===== src/hdl/dbh_pkg.sv =====
package dbh_pkg;

    localparam logic [63:0] FNV_BASIS   = 64'hcbf29ce484222325;
    localparam logic [63:0] FNV64_MUL   = 64'h00000100000001b3;
    localparam logic [63:0] GOLDEN_SEED = 64'h9e3779b97f4a7c15;
    localparam logic [63:0] MIX_MULT_A  = 64'hbf58476d1ce4e5b9;
    localparam logic [63:0] MIX_MULT_B  = 64'h94d049bb133111eb;

    typedef enum logic [1:0] {
        S_IDLE,
        S_START,
        S_WAIT,
        S_OUT
    } state_t;

    // Which 64-bit multiply the sequencer is on.
    typedef enum logic [2:0] {
        OP_FNV,
        OP_SEC,
        OP_FIN_P_A,
        OP_FIN_P_B,
        OP_FIN_S_A,
        OP_FIN_S_B
    } mul_op_t;

    typedef struct packed {
        logic        start;
        logic [63:0] op_a;
        logic [63:0] op_b;
    } mul_req_t;

    typedef struct packed {
        logic        done;
        logic [63:0] product;
    } mul_rsp_t;

    function automatic logic [63:0] rotl13(input logic [63:0] v);
        rotl13 = {v[50:0], v[63:51]};
    endfunction

endpackage


===== src/hdl/dbh_mul64.sv =====
module dbh_mul64
    import dbh_pkg::*;
(
    input  logic     clk,
    input  logic     rst_n,
    input  mul_req_t req,
    output mul_rsp_t rsp
);

    logic [63:0] a_reg;
    logic [63:0] b_reg;
    logic [1:0]  step_reg;
    logic        busy_reg;
    logic        done_reg;
    logic [63:0] prod_reg;
    logic [63:0] acc_reg;
    logic [63:0] acc_next;
    logic [31:0] mul_x;
    logic [31:0] mul_y;

    // Low 64 bits of a*b: lo*lo, plus the low halves of both cross terms shifted up 32.
    always_comb
    begin
        case (step_reg)
            2'd0:
            begin
                mul_x = a_reg[31:0];
                mul_y = b_reg[31:0];
            end
            2'd1:
            begin
                mul_x = a_reg[63:32];
                mul_y = b_reg[31:0];
            end
            default:
            begin
                mul_x = a_reg[31:0];
                mul_y = b_reg[63:32];
            end
        endcase
    end

    always_comb
    begin
        case (step_reg)
            2'd0:    acc_next = acc_reg;
            2'd1:    acc_next = prod_reg;
            default: acc_next = acc_reg + {prod_reg[31:0], 32'd0};
        endcase
    end

    always_ff @(posedge clk or negedge rst_n)
    begin
        if (!rst_n)
        begin
            busy_reg <= 1'b0;
            done_reg <= 1'b0;
            step_reg <= 2'd0;
        end
        else
        begin
            done_reg <= 1'b0;
            if (req.start)
            begin
                busy_reg <= 1'b1;
                step_reg <= 2'd0;
            end
            else if (busy_reg)
            begin
                step_reg <= step_reg + 2'd1;
                if (step_reg == 2'd3)
                begin
                    busy_reg <= 1'b0;
                    done_reg <= 1'b1;
                end
            end
        end
    end

    always_ff @(posedge clk)
    begin
        if (req.start)
        begin
            a_reg <= req.op_a;
            b_reg <= req.op_b;
        end
        if (busy_reg)
        begin
            prod_reg <= 64'(mul_x) * 64'(mul_y);
            acc_reg  <= acc_next;
        end
    end

    assign rsp = '{done: done_reg, product: acc_reg};

    a_start_idle: assert property (@(posedge clk) disable iff (!rst_n)
        req.start |-> !busy_reg && !done_reg)
        else $error("multiply started while busy");

    a_done_after_last_step: assert property (@(posedge clk) disable iff (!rst_n)
        done_reg |-> $past(busy_reg) && $past(step_reg) == 2'd3)
        else $error("done without final step");

    a_done_pulse: assert property (@(posedge clk) disable iff (!rst_n)
        done_reg |=> !done_reg)
        else $error("done held for more than one cycle");

endmodule


===== src/hdl/dual_64bit_byte_hash.sv =====
// Channel   Direction  Handshake              Payload
// in        input      in_valid / in_ready    data_byte[7:0], last
// out       output     out_valid / out_ready  digest_high[63:0], digest_low[63:0]
//
// A byte marked last also runs the finalizer, then may wait for the output.
// Every 64-bit multiply runs on one shared 32x32 multiplier as three partial products;
// a byte needs two, the finalizer four more.
// Reset puts both lanes at their seeds and empties the output register.
// A held digest does not stop new bytes; only the next digest waits for out_ready.
module dual_64bit_byte_hash
    import dbh_pkg::*;
(
    input  logic        clk,
    input  logic        rst_n,
    input  logic        in_valid,
    output logic        in_ready,
    input  logic [7:0]  data_byte,
    input  logic        last,
    output logic        out_valid,
    input  logic        out_ready,
    output logic [63:0] digest_high,
    output logic [63:0] digest_low
);

    state_t      state_reg;
    state_t      state_next;
    mul_op_t     op_reg;
    mul_op_t     op_next;
    logic [63:0] prim_reg;
    logic [63:0] prim_next;
    logic [63:0] sec_reg;
    logic [63:0] sec_next;
    logic [63:0] sum_reg;
    logic [63:0] sum_next;
    logic [7:0]  byte_reg;
    logic        last_reg;
    logic        out_valid_reg;
    logic        out_valid_next;
    logic [63:0] digest_high_reg;
    logic [63:0] digest_low_reg;
    logic        in_accept;
    logic        out_load;
    logic        mul_start;
    logic [63:0] mul_a;
    logic [63:0] mul_b;
    mul_req_t    mreq;
    mul_rsp_t    mrsp;

    dbh_mul64 u_mul
    (
        .clk   (clk),
        .rst_n (rst_n),
        .req   (mreq),
        .rsp   (mrsp)
    );

    assign in_accept = in_valid && in_ready;
    assign out_load  = (state_reg == S_OUT) && (!out_valid_reg || out_ready);
    assign mreq      = '{start: mul_start, op_a: mul_a, op_b: mul_b};

    always_comb
    begin
        state_next = state_reg;
        op_next    = op_reg;
        case (state_reg)
            S_IDLE:
            begin
                if (in_valid)
                begin
                    state_next = S_START;
                    op_next    = OP_FNV;
                end
            end
            S_START:
            begin
                state_next = S_WAIT;
            end
            S_WAIT:
            begin
                if (mrsp.done)
                begin
                    state_next = S_START;
                    case (op_reg)
                        OP_FNV:     op_next = OP_SEC;
                        OP_SEC:
                        begin
                            if (last_reg)
                                op_next = OP_FIN_P_A;
                            else
                                state_next = S_IDLE;
                        end
                        OP_FIN_P_A: op_next = OP_FIN_P_B;
                        OP_FIN_P_B: op_next = OP_FIN_S_A;
                        OP_FIN_S_A: op_next = OP_FIN_S_B;
                        default:    state_next = S_OUT;
                    endcase
                end
            end
            S_OUT:
            begin
                if (!out_valid_reg || out_ready)
                    state_next = S_IDLE;
            end
            default:
            begin
                state_next = S_IDLE;
            end
        endcase
    end

    always_comb
    begin
        in_ready  = 1'b0;
        mul_start = 1'b0;
        case (state_reg)
            S_IDLE:  in_ready  = 1'b1;
            S_START: mul_start = 1'b1;
            default:
            begin
                in_ready  = 1'b0;
                mul_start = 1'b0;
            end
        endcase
    end

    // Operands of the multiply that the sequencer is about to start.
    always_comb
    begin
        case (op_reg)
            OP_FNV:
            begin
                mul_a = prim_reg ^ {56'd0, byte_reg};
                mul_b = FNV64_MUL;
            end
            OP_SEC:
            begin
                mul_a = rotl13(sec_reg ^ (sum_reg + (sec_reg >> 2)));
                mul_b = MIX_MULT_A;
            end
            OP_FIN_P_A:
            begin
                mul_a = prim_reg ^ (prim_reg >> 30);
                mul_b = MIX_MULT_A;
            end
            OP_FIN_P_B:
            begin
                mul_a = prim_reg ^ (prim_reg >> 27);
                mul_b = MIX_MULT_B;
            end
            OP_FIN_S_A:
            begin
                mul_a = sec_reg ^ (sec_reg >> 30);
                mul_b = MIX_MULT_A;
            end
            default:
            begin
                mul_a = sec_reg ^ (sec_reg >> 27);
                mul_b = MIX_MULT_B;
            end
        endcase
    end

    always_comb
    begin
        prim_next      = prim_reg;
        sec_next       = sec_reg;
        sum_next       = sum_reg;
        out_valid_next = out_valid_reg && !out_ready;
        if (in_accept)
            sum_next = {56'd0, data_byte} + GOLDEN_SEED + (sec_reg << 6);
        if ((state_reg == S_WAIT) && mrsp.done)
        begin
            case (op_reg)
                OP_FNV, OP_FIN_P_A, OP_FIN_P_B: prim_next = mrsp.product;
                default:                        sec_next  = mrsp.product;
            endcase
        end
        if (out_load)
        begin
            prim_next      = FNV_BASIS;
            sec_next       = GOLDEN_SEED;
            out_valid_next = 1'b1;
        end
    end

    always_ff @(posedge clk or negedge rst_n)
    begin
        if (!rst_n)
        begin
            state_reg     <= S_IDLE;
            op_reg        <= OP_FNV;
            prim_reg      <= FNV_BASIS;
            sec_reg       <= GOLDEN_SEED;
            out_valid_reg <= 1'b0;
        end
        else
        begin
            state_reg     <= state_next;
            op_reg        <= op_next;
            prim_reg      <= prim_next;
            sec_reg       <= sec_next;
            out_valid_reg <= out_valid_next;
        end
    end

    always_ff @(posedge clk)
    begin
        sum_reg <= sum_next;
        if (in_accept)
        begin
            byte_reg <= data_byte;
            last_reg <= last;
        end
        if (out_load)
        begin
            digest_high_reg <= prim_reg ^ (prim_reg >> 31);
            digest_low_reg  <= sec_reg ^ (sec_reg >> 31);
        end
    end

    assign out_valid   = out_valid_reg;
    assign digest_high = digest_high_reg;
    assign digest_low  = digest_low_reg;

    a_done_in_wait: assert property (@(posedge clk) disable iff (!rst_n)
        mrsp.done |-> state_reg == S_WAIT)
        else $error("multiply result arrived outside wait state");

    a_start_follows_request: assert property (@(posedge clk) disable iff (!rst_n)
        in_accept |=> state_reg == S_START && op_reg == OP_FNV)
        else $error("accepted byte did not start the primary multiply");

    a_load_after_final: assert property (@(posedge clk) disable iff (!rst_n)
        $rose(state_reg == S_OUT) |-> $past(op_reg) == OP_FIN_S_B && $past(last_reg))
        else $error("digest stage entered without full finalizer");

    a_lanes_reseeded: assert property (@(posedge clk) disable iff (!rst_n)
        out_load |=> prim_reg == FNV_BASIS && sec_reg == GOLDEN_SEED)
        else $error("lanes not reseeded after digest");

endmodule


===== config.mk =====
export PLATFORM = sky130hd
export DESIGN_NAME = dual_64bit_byte_hash
export DESIGN_NICKNAME = d
export VERILOG_FILES = /design/src/hdl/dbh_pkg.sv /design/src/hdl/dbh_mul64.sv /design/src/hdl/dual_64bit_byte_hash.sv
export SDC_FILE = /design/constraint.sdc
export NUM_CORES = 2
export LEC_CHECK = 0
export ABC_AREA = 1
export BUFFER_PORTS_ARGS = -buffer_cell sky130_fd_sc_hd__buf_2
export CELL_PAD_IN_SITES_DETAIL_PLACEMENT = 0
export CELL_PAD_IN_SITES_GLOBAL_PLACEMENT = 1
export CORE_UTILIZATION = 25
export DETAILED_ROUTE_END_ITERATION = 10
export GPL_TIMING_DRIVEN = 0
export HOLD_SLACK_MARGIN = 0.06
export PLACE_DENSITY = 0.58
export REMOVE_ABC_BUFFERS = 1
export SETUP_SLACK_MARGIN = 0.4
export SLEW_MARGIN = 20
export SYNTH_ARGS = -nofsm -noshare
export SYNTH_HDL_FRONTEND = slang
export SYNTH_HIERARCHICAL = 1
export SYNTH_SLANG_ARGS = --single-unit
export TNS_END_PERCENT = 1

===== constraint.sdc =====
create_clock -name clk -period 15.1 [get_ports clk]
set_input_delay 4.53 -clock clk [delete_from_list [all_inputs] [get_ports clk]]
set_output_delay 4.53 -clock clk [all_outputs]
set_load 0.03 [all_outputs]

==> results.json <==
{
  "synth_simple_gate_area_share_pct": 21.8,
  "routed_via_density": 4.71,
  "avgSynthCellArea_sq_um": 7.86,
  "ys_types": 66,
  "fin_ws_ps": 4820,
  "die_y_um": 535,
  "cts_hold_buf": 0,
  "cts_resized": 0,
  "netlist_area_sq_mm": 0.0711,
  "die_area_sq_mm": 0.286,
  "start_util_pct": 25.2,
  "htree_levels": 3,
  "ys_seq_elements": 595,
  "cp.required_ps": 15520,
  "yosysSeqAreaShare_pct": 24.3,
  "max_slew_margin_pct": 13.4,
  "tightest_slew_ps": 1280,
  "slowest_stage": "fa_1",
  "status": "complete, no violations",
  "setup_viol": 0,
  "post_cts_buffers": 0,
  "area_growth_pct": 12.6,
  "nFillCells": 30800,
  "rr_startpoint": "u_mul/step_reg[1]",
  "wirelength_mm": 316,
  "final-max-slew-violation-count": 0,
  "drt-initial-drc-count": 5413,
  "cts_tree": "yes",
  "final_util_pct": 28.3,
  "overflow": 0,
  "grt_max_degree": 114,
  "worstHoldStart": "u_mul/acc_reg[29]",
  "grt_pass1_wl_mm": 448,
  "synth_xor_area_share_pct": 3.09,
  "most-common-layout-cells": "2378 x nand2_1, 1904 x inv_1, 979 x nor2_1, 898 x fa_1, 457 x edfxtp_1",
  "synth_compound_area_share_pct": 6.21,
  "cts_buffers": 77,
  "max_stage_delay_ps": 660,
  "clock_path_buffers": 3,
  "finalCritPeriodShare_pct": 68.1,
  "holdPathStages": 2,
  "vias": 60600,
  "dp.final_hpwl_mm": 257,
  "hold_viol_final": 0,
  "io_buffers": 142,
  "min_path_type": "reg -> reg",
  "multi_input_area_sq_mm": 0.0453,
  "cts.clk_slew.worst_paths_ps": 70,
  "synth-main-ff-cell": "edfxtp_1",
  "fmax_mhz": 97.3,
  "criticalPathCategory": "reg -> reg",
  "antenna_found_initial": 12,
  "drive_gt1_share_pct": 7.24,
  "clockRootBuffer": "clkbuf_16",
  "hold_slack_ps": 478,
  "drtAntennaViolNets": 0,
  "ioPinCount": 143,
  "register_area_sq_mm": 0.0173,
  "grt_pass1_vias": 61200,
  "synth_top_family_by_area": "adder cells",
  "final.setup_skew_ps": 79.9,
  "core.rowCount": 195,
  "critPathLaunchType": "flop",
  "layout.nets": 10300,
  "worstRegToRegCells": 30,
  "layout_commonest_cell": "nand2_1",
  "place_congestion": 0.997,
  "maxCapViolCount": 0,
  "ys_async_sr_fraction_pct": 23.2,
  "drc": 0,
  "dp_slack_ps": 4750,
  "core_sq_mm": 0.283,
  "post-route-min-period_ps": 10280,
  "wl_per_cell_um": 24.6,
  "track_usage_pct": 21.9,
  "yosysWarnings": 6,
  "cp_common_cell": "fa_1",
  "muxShareOfSynthArea_pct": 0.0158,
  "die_x_um": 535,
  "synth_edf_count": 457,
  "regToRegEndpoint": "u_mul/prod_reg[62]",
  "crit_start": "u_mul/step_reg[1]",
  "crit_arrival_ps": 10700,
  "dr.pass1.iters": 8,
  "synthCells": 9038,
  "insertion_delay_ps": 730,
  "setup_tns_ps": 0,
  "synth_fa_ha_area_share_pct": 31.7,
  "hold_path_end": "prim_reg[29]",
  "rsz0062_at_grt": "no",
  "clkSinkCount": 595,
  "cp-end-kind": "flop",
  "cp_max_fo": 34,
  "r2r_slack_ps": 4820
}
layer usage:
layer / share of wire (%) / global-route usage, % / vias to the layer above
met2: 46 / 35.8 / 2150
met5: 0.0028 / 0 / -
met1: 43 / 28.9 / 30700
li1: - / - / 27300
met4: 5.5 / 10.6 / 2
met3: 5.5 / 2.25 / 522
cell usage after synthesis (5+ instances only):
library cell  instances  area share, %
a311oi_1             13           0.16
o22ai_1              24           0.21
nor3_2                5          0.070
edfxtp_1            457             19
xnor2_1              43           0.53
inv_2                68           0.36
buf_1                12          0.063
or2_1                21           0.18
nor2_2               16           0.14
nand3b_1             16           0.17
and2_1                5          0.044
nand3_1             270            1.9
o21ai_0             206            1.5
clkinv_1             10          0.053
or2_2                37           0.33
buf_2               112           0.79
nor2_1              985            5.2
xor2_1              208            2.6
o221ai_1              5          0.062
a31oi_1              15           0.13
nor4_1               15           0.13
a21oi_1             275            1.9
a221oi_1             27           0.33
dfstp_2              66            2.4
clkbuf_1            112           0.59
dfrtp_1              72            2.5
nor3_1               75           0.53
ha_1                363            6.4
nand2_2               7          0.062
o2111ai_1             7          0.086
o21ai_1              57           0.40
a22oi_1              33           0.35
o21ai_2              42           0.52
nand4_1              27           0.24
buf_6                24           0.38
nand2_1            2379             13
o21bai_1             14           0.15
a32oi_1               8          0.099
inv_1              1914             10
fa_1                898             25
buf_4                46           0.49
cells by family after synthesis:
logic type | Yosys count
simple gates | 3875
mux | 1
buf+inv | 2303
xor+xnor | 251
other cells | 2
fa+ha+maj | 1261
flops | 595
compound gates | 750
final cells by class:
| cell class | count | share of cell area, % |
|---|---|---|
| Tap cell | 3743 | 5.85 |
| Inverter | 1995 | 9.37 |
| Timing Repair Buffer | 214 | 3.15 |
| Multi-Input combinational cell | 6159 | 56.6 |
| Antenna cell | 11 | 0.0344 |
| Clock buffer | 93 | 2.53 |
| Clock inverter | 49 | 0.829 |
| Sequential cell | 595 | 21.6 |
critical path, delay by kind of cell, from the launching register on:
kind | cells | cell delay, ps
compound gates | 1 | 420
fa+ha+maj | 10 | 5050
buf+inv | 8 | 1580
flops | 1 | 370
simple gates | 11 | 2420
worst max path at each step:
stage	endpoint	slack, ps	cells past startpoint
2_1_floorplan	prim_reg[10]	3150	5
3_3_place_gp	prim_reg[3]	-5680	6
3_5_place_dp	u_mul/prod_reg[62]	4750	30
4_1_cts	u_mul/prod_reg[62]	4720	30
5_1_grt	u_mul/prod_reg[62]	4310	30
6_report	u_mul/prod_reg[62]	4820	30
stage by stage:
step | instances | instance area (sq um)
after floorplan | 8749 | 69500
after global placement | 12600 | 74900
after detailed placement | 12700 | 77300
after CTS | 12800 | 80000
after global routing | 12800 | 80000
final | 12900 | 80000
Power is left out: the tool's default activity adds up to more than one toggle a clock period on the data nets, which glitch-free logic cannot reach.
